**src/rtl/core/verlet_particle_step_macros.svh**
```systemverilog
// ---------------------------------------------------------------------------
// Assertion macros for the Verlet particle step block.
// Each macro checks one implication on the rising clock edge, outside reset.
// ---------------------------------------------------------------------------
`ifndef VERLET_PARTICLE_STEP_MACROS_SVH
`define VERLET_PARTICLE_STEP_MACROS_SVH
`ifndef SYNTH
// Same-cycle implication.
`define VPS_ASSERT_IMP(lbl, clk, rst, ante, cons) \
   lbl: assert property (@(posedge clk) disable iff (rst) (ante) |-> (cons)) \
      else $error("vps assertion failed");
// Next-cycle implication.
`define VPS_ASSERT_NXT(lbl, clk, rst, ante, cons) \
   lbl: assert property (@(posedge clk) disable iff (rst) (ante) |=> (cons)) \
      else $error("vps assertion failed");
`else
`define VPS_ASSERT_IMP(lbl, clk, rst, ante, cons)
`define VPS_ASSERT_NXT(lbl, clk, rst, ante, cons)
`endif
`endif

```
**src/rtl/core/vps_pkg.sv**
```systemverilog
// ---------------------------------------------------------------------------
// Verlet particle step package
// Shared types, action codes, constants and saturation helpers.
// ---------------------------------------------------------------------------
package vps_pkg;

   localparam logic [2:0] FUNC_ADD_FORCE = 3'd0;
   localparam logic [2:0] FUNC_TICK      = 3'd1;
   localparam logic [2:0] FUNC_GROUND    = 3'd2;
   localparam logic [2:0] FUNC_SPHERE    = 3'd3;
   localparam logic [2:0] FUNC_OFFSET    = 3'd4;
   localparam logic [2:0] FUNC_ADD_BURN  = 3'd5;

   localparam logic [2:0] REG_INIT_X    = 3'd0;
   localparam logic [2:0] REG_INIT_Y    = 3'd1;
   localparam logic [2:0] REG_INIT_Z    = 3'd2;
   localparam logic [2:0] REG_PINNED    = 3'd3;
   localparam logic [2:0] REG_DAMPING   = 3'd4;
   localparam logic [2:0] REG_BURN_RATE = 3'd5;

   localparam logic [16:0] BURN_ONE       = 17'd65536;
   localparam logic [16:0] BURN_LIMIT     = 17'd58982;
   localparam logic [16:0] GROUND_DAMPING = 17'd6554;

   typedef enum logic [4:0] {
      S_IDLE, S_EXEC, S_T_BURN, S_T_CHK, S_T_DMG, S_V_MUL, S_V_ACC, S_V_UPD,
      S_SQ_MUL, S_SQ_ACC, S_R2_MUL, S_R2_CMP, S_SQRT, S_D_MUL, S_D_START,
      S_D_WAIT, S_RESP
   } state_type;

   // Command to the iterative root and divide unit.
   typedef struct packed {
      logic start;
      logic is_div;
      logic neg;
   } iter_cmd_type;

   function automatic logic signed [31:0] sat32(input logic signed [49:0] v);
      if (v > 50'sd2147483647) begin
         return 32'sh7FFFFFFF;
      end else if (v < -50'sd2147483648) begin
         return 32'sh80000000;
      end else begin
         return v[31:0];
      end
   endfunction

   function automatic logic [16:0] clamp_burn(input logic signed [49:0] v);
      if (v < 50'sd0) begin
         return 17'd0;
      end else if (v > 50'sd65536) begin
         return BURN_ONE;
      end else begin
         return v[16:0];
      end
   endfunction

endpackage

```
**src/rtl/core/vps_mul.sv**
```systemverilog
// ---------------------------------------------------------------------------
// Shared multiplier
// Signed 34 by 34 bit product, registered once.
// ---------------------------------------------------------------------------
module vps_mul import vps_pkg::*; (
   input  logic               clock,
   input  logic signed [33:0] a,
   input  logic signed [33:0] b,
   output logic signed [67:0] p
);
   logic signed [67:0] p_ff;
   logic signed [67:0] p_in;

   assign p_in = a * b;
   assign p    = p_ff;

   always_ff @(posedge clock) begin
      p_ff <= p_in;
   end
endmodule

```
**config.mk**
```make
export PLATFORM = sky130hd
export DESIGN_NAME = vps_mul
export DESIGN_NICKNAME = d
export VERILOG_FILES = /design/src/rtl/core/verlet_particle_step_macros.svh /design/src/rtl/core/vps_pkg.sv /design/src/rtl/core/vps_mul.sv
export SDC_FILE = /design/constraint.sdc
export NUM_CORES = 2
export LEC_CHECK = 0
export BUFFER_PORTS_ARGS = -buffer_cell sky130_fd_sc_hd__buf_2
export CAP_MARGIN = 5
export CELL_PAD_IN_SITES_DETAIL_PLACEMENT = 0
export CELL_PAD_IN_SITES_GLOBAL_PLACEMENT = 2
export CORE_MARGIN = 1
export CORE_UTILIZATION = 32
export DETAILED_ROUTE_END_ITERATION = 6
export PLACE_DENSITY_LB_ADDON = 0.1
export SLEW_MARGIN = 20
export SYNTH_ARGS = -nofsm -noshare
export SYNTH_HDL_FRONTEND = slang
export SYNTH_SLANG_ARGS = --single-unit
```
**constraint.sdc**
```tcl
create_clock -name clock -period 9.2 [get_ports clock]
set_input_delay 2.3 -clock clock [delete_from_list [all_inputs] [get_ports clock]]
set_output_delay 2.3 -clock clock [all_outputs]
set_load 0.02 [all_outputs]
```
# --- Word level (Yosys, flattened, before mapping) ---
# Index checks and enable logic that the tools add are counted.
# Widths: inputs -> output; s select.
totals:
  in_bits: 69
  out_inout_bits: 68
  reg_bits: 68
  n_memories: 0
  romBits: 0
  latchBits: 0
  ram_bits: 0
op_classes:
  shifts: 0
  mux: 0
  div: 0
  n_reduce_logical: 0
  n_eq_ne: 0
  bitwise_logic: 0
  addsub: 0
  magnitude_cmp: 0
  multipliers: 1
op_table:
  columns: ["cell", "count"]
  rows:
  - ["$mul 34x34->68", 1]

# --- Depth between registers and ports, before layout ---
depth:
  ltp_word: 1
  depth_mapped: 31

# --- Worst setup path before layout ---
# No wires, ideal clock.
synth_timing:
  path_type: "input -> register"
  startpoint: "input a[33]"
  endpoint: "register p_ff[61] (netlist: p[61])"
  path_buffers: 2
  path_slack_ps: -482
  path_stages: 23
  arrival_time_ps: 9610
  path_cell_list: "clkbuf_1 > nand2_1 > inv_1 > fa_1 > fa_1 > fa_1 > fa_1 > fa_1 > fa_1 > fa_1 > fa_1 > ha_1 > clkbuf_1 > a21oi_1 > o21bai_1 > a21oi_1 > o21ai_0 > and2_1 > o41a_1 > o21ba_2 > a21o_1 > a21oi_2 > xnor2_1"
synth_between:
  elab_chain_cells: 1
synth_rtl:
  columns: ["element", "line", "source"]
  rows:
  - ["start, declared", "vps_mul.sv:7", "input logic signed [33:0] a,"]
  - ["$mul 34x34->68", "vps_mul.sv:14", "assign p_in = a * b;"]
  - ["named net p_in[61]", "vps_mul.sv:12", "logic signed [67:0] p_in;"]
  - ["end signal, assigned", "vps_mul.sv:18", "p_ff <= p_in;"]
  - ["end, declared", "vps_mul.sv:11", "logic signed [67:0] p_ff;"]
# The timed path passes the listed nets, and every way through them passes these cells.

# --- Worst setup path in the final report ---
layout_timing:
  startpoint: "input b[15]"
  endpoint: "register p_ff[67] (netlist: p[67])"
layout_between:
  elab_chain_cells: 1
layout_rtl:
  columns: ["element", "line", "source"]
  rows:
  - ["start, declared", "vps_mul.sv:8", "input logic signed [33:0] b,"]
  - ["$mul 34x34->68", "vps_mul.sv:14", null]
  - ["named net p_in[67]", "vps_mul.sv:12", null]
# The timed path passes the listed nets, and every way through them passes these cells.

==> flow_results.org <==
** Global route
- Entering global routing, the biggest net connects 25 pins.
- The via count of the first global-routing pass came to 34881.
- The initial antenna violation count was 10.
- Global routing finished with a remaining overflow of 0.
- Global-route wire length before repair :: 222000 um
- For this run, the total global-route usage over all layers was measured as about 22%.

** Detailed routing
- # DRC :: 16
- Iteration-0 DRC count of the detailed router :: 1050
- DR vias/cell :: 4.48
- Post-DRT Antenna Nets :: 0
- For this block, the routed nets add up to roughly 150000 um of wire.
- Vias after detailed routing :: 31075
- After detailed routing, the average wire length per cell comes to 21.3 um.
- Drt pass-1 iters :: 7

** Critical path
- Worst setup SP type :: input port
- Among all stages on the critical path, the largest delay is contributed by sky130_fd_sc_hd__fa_1.
- For this run, the slowest stage of the critical path takes 620 ps.
- At the worst endpoint, the required time is about 9600 ps.
- Critical Path AT :: 9690 ps
- Worst setup EP type :: flop
- By startpoint and endpoint, the worst setup path is classified as input port to flop.
- Counting stages on the worst path, the most repeated cell is sky130_fd_sc_hd__fa_1.
- Maximum fanout along the worst path :: 11

** Floorplan
- Die Wd :: about 370 um
- Die outline height :: approximately 370 um
- Once the floorplan was initialized, standard cells occupied 32.3% of the core.
- Number of cell rows :: between 100 and 150
- Die area :: 136000 um2
- Ports :: around 140
- Placeable core area :: about 130000 um2

** STA
- The final-report max-slew violation count came to 0.
- Timing would allow up to 107 MHz.
- For the pin with the worst max-slew slack, the measured transition is ~530 ps.
- Period minus WS final :: 9340 ps
- Measured against its own limit, the worst slew margin works out to 64.4%.
- Dividing the final minimum period by the clock period gives 101%.
- Setup repair after global routing could not meet its margin everywhere.
- Setup total negative slack on the finished layout was measured at -534 ps.
- The number of hold violations in the final report came to 0.
- Endpoints failing setup :: 6
- Final worst setup slack :: -136 ps

** Logic synthesis
- Number of flops mapped to enable cells by yosys :: 0
- Yosys printed 0 warnings.
- Avg Cell Area, Syn :: 9.43 um2
- Synthesized area :: roughly 43000 um2
- Primary flip-flop cell chosen by synthesis mapping :: sky130_fd_sc_hd__dfxtp_1
- Cells after synthesis :: 4578
- Synth top area cells :: sky130_fd_sc_hd__fa_1 58%, sky130_fd_sc_hd__inv_1 11%, sky130_fd_sc_hd__and2_1 9.1%
- The top cell type by area accounts for 57.6% of the synthesized area.
- Cell taking the most area after synthesis :: sky130_fd_sc_hd__fa_1
- When the netlist entered floorplanning its net count stood at 6092.
- The number of different library cells used by synthesis comes to 73.
- Share of the yosys chip area belonging to registers :: roughly 3.2%
- For this run, asynchronously set or reset flops after synthesis account for 0%.
- Number of synthesized register bits :: 68

** Clock network
- Buffer depth of the longest clock path :: 2
- Clock tree from TritonCTS :: yes
- In this run, CTS created clock tree buffers numbering 9.
- Number of clock sinks :: slightly below 70
- Clock-pin transition on the worst setup and hold timing paths :: 70 ps
- Max H-tree Level :: 3
- Clock Root Buffer :: sky130_fd_sc_hd__clkbuf_16

** Status
- The flow ran to the end, but the final reports show violations.
- The final reports fail on design-rule violations, negative setup slack.

** Final layout
- In the final layout, the multi-input gates occupy 37700 um2.
- With fillers left out, the area of the finished cells amounts to approximately 54000 um2.
- From synthesis to final layout, the design area changed by 24.1%.
- The register with the most flip-flops in the layout has 68 of them.
- In the final layout, the share of cells above drive strength 1 is between 20% and 30%.
- Cells fill 40.1% of the core in the end.
- Final-stage net count :: 6672
- Summing all flip-flop and latch instances after layout gives roughly 1400 um2.
- FILL cells :: 13624

** Worst hold path
- Worst min path class :: input port to flop

** Place
- Detailed placement finished with a half-perimeter wire length of 130000 um.
- Placement Cell Area :: 50200 um2
- Port Buffer Count :: 136
- Routability congestion estimate from global placement :: 0.840

** Run
- The tool flagged a number of max-cap violations equal to 0.
## per-stage QoR
stage                     worst slack, ps  hold slack [ps]  std cells
after CTS                            -247             2520       6869
final                                -136             2550       6934
after floorplan                     -7.74             2430       4578
after global placement              -1320             2720       6839
after detailed placement            -1280             2720       6839
after global routing                 -378             2550       6932
## Yosys cell counts, types with 27 or more instances
cell type / instances
sky130_fd_sc_hd__dfxtp_1: 68
sky130_fd_sc_hd__and2_1: 625
sky130_fd_sc_hd__nor2_1: 53
sky130_fd_sc_hd__xnor2_1: 57
sky130_fd_sc_hd__a21oi_1: 54
sky130_fd_sc_hd__o21ai_0: 27
sky130_fd_sc_hd__a21o_1: 37
sky130_fd_sc_hd__clkbuf_1: 216
sky130_fd_sc_hd__inv_1: 1235
sky130_fd_sc_hd__fa_1: 1241
sky130_fd_sc_hd__ha_1: 204
sky130_fd_sc_hd__nand2_1: 550
## placed cells by master (no fill, tap or decap), types with 9 or more instances in the layout
cell type / count
sky130_fd_sc_hd__a21o_1: 37
sky130_fd_sc_hd__a21oi_1: 30
sky130_fd_sc_hd__a21oi_2: 19
sky130_fd_sc_hd__a21oi_4: 10
sky130_fd_sc_hd__and2_1: 595
sky130_fd_sc_hd__and2_4: 29
sky130_fd_sc_hd__and3_1: 9
sky130_fd_sc_hd__buf_12: 67
sky130_fd_sc_hd__buf_2: 81
sky130_fd_sc_hd__buf_4: 525
sky130_fd_sc_hd__buf_6: 85
sky130_fd_sc_hd__buf_8: 29
sky130_fd_sc_hd__clkbuf_16: 17
sky130_fd_sc_hd__dfxtp_1: 68
sky130_fd_sc_hd__fa_1: 1155
sky130_fd_sc_hd__fa_2: 86
sky130_fd_sc_hd__ha_1: 167
sky130_fd_sc_hd__ha_4: 33
sky130_fd_sc_hd__inv_1: 1174
sky130_fd_sc_hd__inv_2: 61
sky130_fd_sc_hd__nand2_1: 534
sky130_fd_sc_hd__nand2_2: 13
sky130_fd_sc_hd__nand2b_1: 13
sky130_fd_sc_hd__nand4_1: 14
sky130_fd_sc_hd__nor2_1: 49
sky130_fd_sc_hd__o21ai_0: 9
sky130_fd_sc_hd__o21ai_1: 13
sky130_fd_sc_hd__o21bai_1: 11
sky130_fd_sc_hd__xnor2_1: 53
sky130_fd_sc_hd__xor2_1: 19
## kinds of logic (layout without fill, tap and decap cells)
logic type / Yosys count / count (layout) / share of synthesized area [%]
buffers and inverters: 1467 / 2052 / 12.9
adder cells (fa/ha/maj): 1445 / 1445 / 63.5
AND/OR/NAND/NOR: 1310 / 1310 / 15.5
AO/OA/AOI/OAI: 211 / 211 / 3.41
XOR/XNOR: 77 / 77 / 1.56
flip-flops: 68 / 68 / 3.15
other: 0 / 3 / 0
## path summary, 6_finish.rpt
check,endpoint,slack (ps),start,cells after the start
worst max-delay path,p[67],-140,b[15],30
worst min-delay path,p[0],2550,b[0],3
## per-layer routing
metal	vias to the layer above	GRT usage (%)	routed length, um
li1	14074	-	-
met1	16587	25.4	56200
met2	303	43.7	84200
met3	109	1.38	2250
met4	2	6.09	4760
met5	-	0	13
## worst max-delay path: cells and delay by family
kind / cells / cell delay [ps]
adder cells (fa/ha/maj): 9 / 4390
buffers and inverters: 10 / 1100
AND/OR/NAND/NOR: 6 / 890
AO/OA/AOI/OAI: 4 / 850
XOR/XNOR: 1 / 130
## repair_timing
action,in CTS,in global routing
gates cloned,1,8
hold buffers,0,0
setup endpoints to repair,32,29
gates resized for setup,235,377
setup buffers,16,61
pin swaps,88,187
## final cells by class
cell class	count	area share [%]
inverter	1236	8.66
clock inverter	7	0.184
tap	1768	4.13
multi-input combinational	3043	70.3
sequential	68	2.54
clock buffer	9	0.420
antenna	3	0.0140
timing repair buffer	800	13.8
Power is not shown: default switching activity piles up to over one toggle a cycle in this logic, so the estimate is an artifact.
