File: src/rtl/core/verlet_particle_step_macros.svh
// ---------------------------------------------------------------------------
// Assertion macros for the Verlet particle step block.
// Each macro checks one implication on the rising clock edge, outside reset.
// ---------------------------------------------------------------------------
`ifndef VERLET_PARTICLE_STEP_MACROS_SVH
`define VERLET_PARTICLE_STEP_MACROS_SVH
`ifndef SYNTH
// Same-cycle implication.
`define VPS_ASSERT_IMP(lbl, clk, rst, ante, cons) \
   lbl: assert property (@(posedge clk) disable iff (rst) (ante) |-> (cons)) \
      else $error("vps assertion failed");
// Next-cycle implication.
`define VPS_ASSERT_NXT(lbl, clk, rst, ante, cons) \
   lbl: assert property (@(posedge clk) disable iff (rst) (ante) |=> (cons)) \
      else $error("vps assertion failed");
`else
`define VPS_ASSERT_IMP(lbl, clk, rst, ante, cons)
`define VPS_ASSERT_NXT(lbl, clk, rst, ante, cons)
`endif
`endif

File: src/rtl/core/vps_pkg.sv
// ---------------------------------------------------------------------------
// Verlet particle step package
// Shared types, action codes, constants and saturation helpers.
// ---------------------------------------------------------------------------
package vps_pkg;

   localparam logic [2:0] FUNC_ADD_FORCE = 3'd0;
   localparam logic [2:0] FUNC_TICK      = 3'd1;
   localparam logic [2:0] FUNC_GROUND    = 3'd2;
   localparam logic [2:0] FUNC_SPHERE    = 3'd3;
   localparam logic [2:0] FUNC_OFFSET    = 3'd4;
   localparam logic [2:0] FUNC_ADD_BURN  = 3'd5;

   localparam logic [2:0] REG_INIT_X    = 3'd0;
   localparam logic [2:0] REG_INIT_Y    = 3'd1;
   localparam logic [2:0] REG_INIT_Z    = 3'd2;
   localparam logic [2:0] REG_PINNED    = 3'd3;
   localparam logic [2:0] REG_DAMPING   = 3'd4;
   localparam logic [2:0] REG_BURN_RATE = 3'd5;

   localparam logic [16:0] BURN_ONE       = 17'd65536;
   localparam logic [16:0] BURN_LIMIT     = 17'd58982;
   localparam logic [16:0] GROUND_DAMPING = 17'd6554;

   typedef enum logic [4:0] {
      S_IDLE, S_EXEC, S_T_BURN, S_T_CHK, S_T_DMG, S_V_MUL, S_V_ACC, S_V_UPD,
      S_SQ_MUL, S_SQ_ACC, S_R2_MUL, S_R2_CMP, S_SQRT, S_D_MUL, S_D_START,
      S_D_WAIT, S_RESP
   } state_type;

   // Command to the iterative root and divide unit.
   typedef struct packed {
      logic start;
      logic is_div;
      logic neg;
   } iter_cmd_type;

   function automatic logic signed [31:0] sat32(input logic signed [49:0] v);
      if (v > 50'sd2147483647) begin
         return 32'sh7FFFFFFF;
      end else if (v < -50'sd2147483648) begin
         return 32'sh80000000;
      end else begin
         return v[31:0];
      end
   endfunction

   function automatic logic [16:0] clamp_burn(input logic signed [49:0] v);
      if (v < 50'sd0) begin
         return 17'd0;
      end else if (v > 50'sd65536) begin
         return BURN_ONE;
      end else begin
         return v[16:0];
      end
   endfunction

endpackage

File: src/rtl/core/vps_iter.sv
// ---------------------------------------------------------------------------
// Iterative root and divide unit
// Floor square root of 64 bits in 32 steps, or a 64 by 32 bit division
// by the last root in 64 steps, truncated toward zero.
// ---------------------------------------------------------------------------
module vps_iter import vps_pkg::*; (
   input  logic               clock,
   input  logic               reset,
   input  iter_cmd_type       cmd,
   input  logic [63:0]        opa,
   output logic signed [32:0] quot,
   output logic               done
);
   logic        busy_ff, busy_in, done_ff, done_in, div_ff, div_in, neg_ff, neg_in;
   logic [5:0]  cnt_ff, cnt_in;
   logic [63:0] x_ff, x_in;
   logic [32:0] r_ff, r_in;
   logic [31:0] root_ff, root_in;
   logic [34:0] rem2, trial;
   logic [32:0] rem1;
   logic [5:0]  last;

   always_comb begin
      busy_in = busy_ff;
      done_in = 1'b0;
      div_in  = div_ff;
      neg_in  = neg_ff;
      cnt_in  = cnt_ff;
      x_in    = x_ff;
      r_in    = r_ff;
      root_in = root_ff;
      rem2    = {r_ff, x_ff[63:62]};
      trial   = {1'b0, root_ff, 2'b01};
      rem1    = {r_ff[31:0], x_ff[63]};
      last    = div_ff ? 6'd63 : 6'd31;
      if (cmd.start) begin
         busy_in = 1'b1;
         div_in  = cmd.is_div;
         neg_in  = cmd.neg;
         cnt_in  = 6'd0;
         x_in    = opa;
         r_in    = 33'd0;
         if (!cmd.is_div) begin
            root_in = 32'd0;
         end
      end else if (busy_ff) begin
         if (div_ff) begin
            if (rem1 >= {1'b0, root_ff}) begin
               r_in = rem1 - {1'b0, root_ff};
               x_in = {x_ff[62:0], 1'b1};
            end else begin
               r_in = rem1;
               x_in = {x_ff[62:0], 1'b0};
            end
         end else begin
            x_in = {x_ff[61:0], 2'b00};
            if (rem2 >= trial) begin
               r_in    = 33'(rem2 - trial);
               root_in = {root_ff[30:0], 1'b1};
            end else begin
               r_in    = 33'(rem2);
               root_in = {root_ff[30:0], 1'b0};
            end
         end
         cnt_in = cnt_ff + 6'd1;
         if (cnt_ff == last) begin
            busy_in = 1'b0;
            done_in = 1'b1;
         end
      end
   end

   always_ff @(posedge clock) begin
      if (reset) begin
         busy_ff <= 1'b0;
         done_ff <= 1'b0;
      end else begin
         busy_ff <= busy_in;
         done_ff <= done_in;
      end
      div_ff  <= div_in;
      neg_ff  <= neg_in;
      cnt_ff  <= cnt_in;
      x_ff    <= x_in;
      r_ff    <= r_in;
      root_ff <= root_in;
   end

   assign done = done_ff;
   assign quot = neg_ff ? -signed'({1'b0, x_ff[31:0]}) : signed'({1'b0, x_ff[31:0]});
endmodule

File: config.mk
export PLATFORM = sky130hd
export DESIGN_NAME = vps_iter
export DESIGN_NICKNAME = d
export VERILOG_FILES = /design/src/rtl/core/verlet_particle_step_macros.svh /design/src/rtl/core/vps_pkg.sv /design/src/rtl/core/vps_iter.sv
export SDC_FILE = /design/constraint.sdc
export NUM_CORES = 1
export LEC_CHECK = 0
export BUFFER_PORTS_ARGS = -buffer_cell sky130_fd_sc_hd__buf_2
export CORE_MARGIN = 2
export CORE_UTILIZATION = 25
export CTS_CLUSTER_SIZE = 10
export DETAILED_ROUTE_END_ITERATION = 8
export PLACE_DENSITY = 0.39
export SYNTH_ARGS = -nofsm -noshare
export SYNTH_HDL_FRONTEND = slang
export SYNTH_SLANG_ARGS = --single-unit
File: constraint.sdc
create_clock -name clock -period 3.9 [get_ports clock]
set_input_delay 0.78 -clock clock [delete_from_list [all_inputs] [get_ports clock]]
set_output_delay 0.78 -clock clock [all_outputs]
set_load 0.05 [all_outputs]
* After elaboration in Yosys (flattened, before gate mapping)
Index checks and enable logic that the tools add are counted.
Operators by class: muxes and demuxes 18, bitwise logic cells 1, $add $sub $neg 4, reductions and logical operators 3, order comparisons 2, eq/ne operators 3
Operators with widths (number):
- two-way mux 64 bit | 3
- two-way mux 33 bit | 4
- two-way mux 32 bit | 4
- greater-or-equal comparator 35 x 34 -> 1 bit | 1
- greater-or-equal comparator 33 x 32 -> 1 bit | 1
- negator 32 -> 33 bit | 1
- subtractor 33 x 32 -> 33 bit | 1
- subtractor 33 bit | 1
- adder 6 x 1 -> 6 bit, second input constant | 1
- == test 6 bit | 1
- two-way mux 1 bit | 6
- two-way mux 6 bit | 1
- inequality test 2 bit, second input constant | 2
- AND reduction 3 bit | 1
- OR reduction 3 bit | 1
- nonzero test 2 bit | 1
- NOT 1 bit | 1
Word-level totals: bits of input ports 69, word-level logic and storage cells 39, output and inout bits 34, register bits 139

* Depth between registers and ports, before layout
depth after elaboration 5, depth in mapped cells 15, mapped depth without buffers 13

* Worst setup path after synthesis
OpenSTA, ideal clock, no wires.
path type input port to flip-flop, start input port cmd[2] in the netlist's numbering, end register root_ff[0], enable pin, arrival 3.375 ns, path buffers 3, stages on the path 4, library setup time 0.435 ns, path slack 0.089 ns, data required time 3.465 ns, cell sequence clkbuf_1 clkbuf_1 clkbuf_1 mux2i_1
On the way: longest elaborated chain between the ends 2, elaborated cells between the ends (all ways) 4
RTL lines:
- start, declared | RTL line vps_iter.sv:9 | input iter_cmd_type cmd,
- inequality test 2 bit (no source line) or nonzero test 2 bit (tied branches)
- AND reduction 3 bit (no source line) *
- end signal, assigned | RTL line vps_iter.sv:86 | root_ff <= root_in;
- end, declared | RTL line vps_iter.sv:18 | logic [31:0] root_ff, root_in;
Mark *: on every way between the ends. The rest lies on a longest branch, timed or not. A chain may end at the register's enable or synchronous reset.

* Worst setup path after layout
start register x_ff[22], end output port quot[30]
On the way: longest elaborated chain between the ends 2
RTL lines:
- start, declared | RTL line vps_iter.sv:16 | logic [63:0] x_ff, x_in;
- start signal, assigned | RTL line vps_iter.sv:84 | x_ff <= x_in;
- negator 32 -> 33 bit | RTL line vps_iter.sv:90 | assign quot = neg_ff ? -signed'({1'b0, x_ff[31:0]}) : signed'({1'b0, x_ff[31:0]});
- two-way mux 33 bit | RTL line vps_iter.sv:90
- end, declared | RTL line vps_iter.sv:11 | output logic signed [32:0] quot,
No other way between the ends.

==> impl_metrics.yaml <==
status:
  status: "complete, no violations"
sta:
  hold_viol: 0
  whs_ns: 0.476
  setup_viol: 0
  fin_crit_ns: 3.80
  slew_violations: 0
  post-route-period-util_pct: 97.3
  fin_worst_skew_ns: 0.00948
  maxSlewHeadroom_pct: 49.4
  grt_setup_unrepaired: "yes"
  timing_worst_slew_pin_value_ns: 0.740
  fmaxAchievable_mhz: 264
setup_path:
  path_depth: 8
  cp.arrival_ns: 3.02
  critPathSlowestCell: "or4_4"
  cp-startpoint: "x_ff[22]$_DFFE_PP_"
  r2r_start: "x_ff[63]$_DFFE_PP_"
  slowest_delay_ns: 0.55
  cp_cell_sequence: "or4_4 -> or2_1 -> or4_4 -> or2_4 -> o21ai_4 -> nand3_2 -> xor2_1 -> buf_4"
  path_max_fanout: 3
  crit_top_cell: "or4_4"
  cp-end-kind: "output port"
  crit_type: "reg2out"
  path_buf_inv: 1
  critPathLaunchType: "flop"
  r2r-end: "r_ff[32]$_SDFFE_PP0P_"
  r2r_slack_ns: 0.21
  worstRegToRegCells: 14
  crit_family: "simple AND/OR/NAND/NOR gates"
  worstPathRequired_ns: 3.12
  endpoint: "quot[30]"
finish:
  mostFrequentLayoutCell: "nand2_1"
  fillers: 4749
  multi_input_area_um2: 6860
  final_cell_mix: "nand2_1 (157), o21ai_0 (118), edfxtp_1 (98)"
  drive_gt1_share_pct: 15.7
  diodes: 0
  area_delta_synth_final_pct: 17.4
  seq_area_um2: 3760
  stdcell_count: 1962
  final_nets: 1495
  design_area_um2: 13000
logic_synthesis:
  synth_warnings: 0
  synth-edff-count: 98
  syn_area_um2: 11100
  syn_inst: 1269
  synthArstFlopShare_pct: 0
  synthFlopType: "edfxtp_1"
  ys_seq_area_share_pct: 34.0
  synth.avg_cell_area_um2: 8.74
  syn-num-nets: 1407
  synth_top_family_by_area: "compound AO/OA/AOI/OAI gates"
  synth_compound_area_share_pct: 21.8
  synth_adder_area_share_pct: 7.86
  post_synth_mux_area_share_pct: 8.71
  yosysUniqueCellTypes: 79
  synth_xor_area_share_pct: 7.43
  synth_simple_gate_area_share_pct: 15.3
  ys_ff_latch: 139
floorplanning:
  core_um2: 44000
  design.die.area_um2: 46000
  die_h_um: 215
  io_pins: 103
  start_util_pct: 25.2
  std_cell_rows: 77
  die_width_um: 215
power:
  ir_drop_mv: 0.239
  leakage_nw: 5.40
  p_per_area_nw_per_um2: 416
clock_tree:
  clk_latency_ns: 0.48
  clock-sinks: 139
  htree_levels: 4
  root_buffer: "clkbuf_16"
  path_clk_slew_ns: 0.06
  clock_path_buffers: 2
  cts_buffers: 17
  cts_tree: "built"
  ctsHoldBuffers: 0
place:
  port_buffers: 102
  place_area_um2: 12300
  gp_congestion: 0.813
  place.detailed.hpwl_mm: 24.7
  place_inst: 1919
global_routing:
  grt_usage_pct: 15.2
  antenna_found_initial: 0
  grt_pass1_vias: 9575
  grt_overflow: 0
  grt_first_pass_wirelength_mm: 54.8
  grt_max_degree: 140
detailed_routing:
  via_per_inst: 4.83
  totalWireLength_mm: 34.5
  drc: 0
  drtPass1Iterations: 5
  vias: 9481
  detail-route-antenna-nets: 0
  drt_iter0_drc: 572
  wl_per_cell_um: 17.6
job:
  drv_cap: 0
min_path:
  holdCritPathClass: "in2reg"
[where the power goes]
part	switching [mW]	internal [mW]
combinational	1.22	0.740
sequential	0.139	1.75
clock	0.704	0.868
[cell families (layout without fill, tap and decap cells)]
kind of cell	after synthesis	after routing
compound gates	371	371
buf+inv	131	232
xor+xnor	94	94
simple gates	370	370
fa+ha+maj	69	69
mux	95	95
flops	139	139
[metal layers]
metal | wire, um | GRT usage [%] | up-vias
met5 | 0 | 0 | -
met4 | 641 | 5.25 | 0
met3 | 1190 | 3.13 | 29
met2 | 15600 | 24.0 | 152
met1 | 17100 | 20.7 | 4500
li1 | - | - | 4800
[sequential cells by signal, indices dropped and copies added, names as in the netlist]
| signal | cells |
|---|---|
| x_ff | 64 |
| root_ff | 32 |
| r_ff | 33 |
| done | 1 |
| div_ff | 1 |
| cnt_ff | 6 |
| busy_ff | 1 |
| neg_ff | 1 |
[final cells by class]
cell class,count,area share (%)
Clock buffer,20,3.35
Timing Repair Buffer,138,6.80
Sequential cell,139,28.9
Inverter,62,1.79
Clock inverter,12,0.759
Tap cell,592,5.69
Multi-Input combinational cell,999,52.7
[worst min path at each step]
stage	end	cells after the start	slack, ns	from
floorplan	r_ff[32]$_SDFFE_PP0P_	2	0.45	r_ff[32]$_SDFFE_PP0P_
global placement	r_ff[32]$_SDFFE_PP0P_	2	0.48	r_ff[32]$_SDFFE_PP0P_
detailed placement	r_ff[32]$_SDFFE_PP0P_	2	0.48	r_ff[32]$_SDFFE_PP0P_
CTS	neg_ff$_DFFE_PP_	1	0.44	cmd[0]
global route	neg_ff$_DFFE_PP_	1	0.45	cmd[0]
finish	busy_ff$_SDFF_PP0_	2	0.48	reset
[stage by stage]
step	total power [mW]	setup TNS, ns	worst slack (ns)	utilization (%)
2_1_floorplan	3.32	0	0.0894	-
3_3_place_gp	3.84	0	0.266	27.9
3_5_place_dp	3.83	0	0.301	27.9
4_1_cts	5.49	0	0.00347	29.4
5_1_grt	5.75	-0.0397	-0.0313	29.6
6_report	5.41	0	0.105	29.6
[repair_timing]
| action | in CTS | in global routing |
|---|---|---|
| endpoints found under the setup margin | 15 | 13 |
| gates resized for setup | 18 | 11 |
| pin swaps | 2 | 6 |
| buffers inserted | 9 | 2 |
| endpoints found under the hold margin | 0 | 0 |
[synth_stat cells, types with 10 or more instances]
library cell | instances | area share [%]
nand2_1 | 158 | 5.3
mux2i_1 | 83 | 7.5
buf_1 | 12 | 0.41
a21o_1 | 26 | 1.8
clkbuf_1 | 43 | 1.5
dfxtp_1 | 41 | 7.4
o21ai_0 | 119 | 5.4
nor2_1 | 88 | 3.0
a211oi_1 | 13 | 0.88
xor2_1 | 34 | 2.7
o211ai_1 | 16 | 1.1
mux2_2 | 10 | 1.0
edfxtp_1 | 98 | 27
nor2b_1 | 14 | 0.79
xnor2_1 | 60 | 4.7
ha_1 | 68 | 7.7
nand4_1 | 13 | 0.73
nand3_1 | 22 | 0.99
nand2b_1 | 22 | 1.2
o22ai_1 | 10 | 0.56
a21oi_1 | 78 | 3.5
inv_1 | 61 | 2.1
Power figures use the tool's default switching activity.
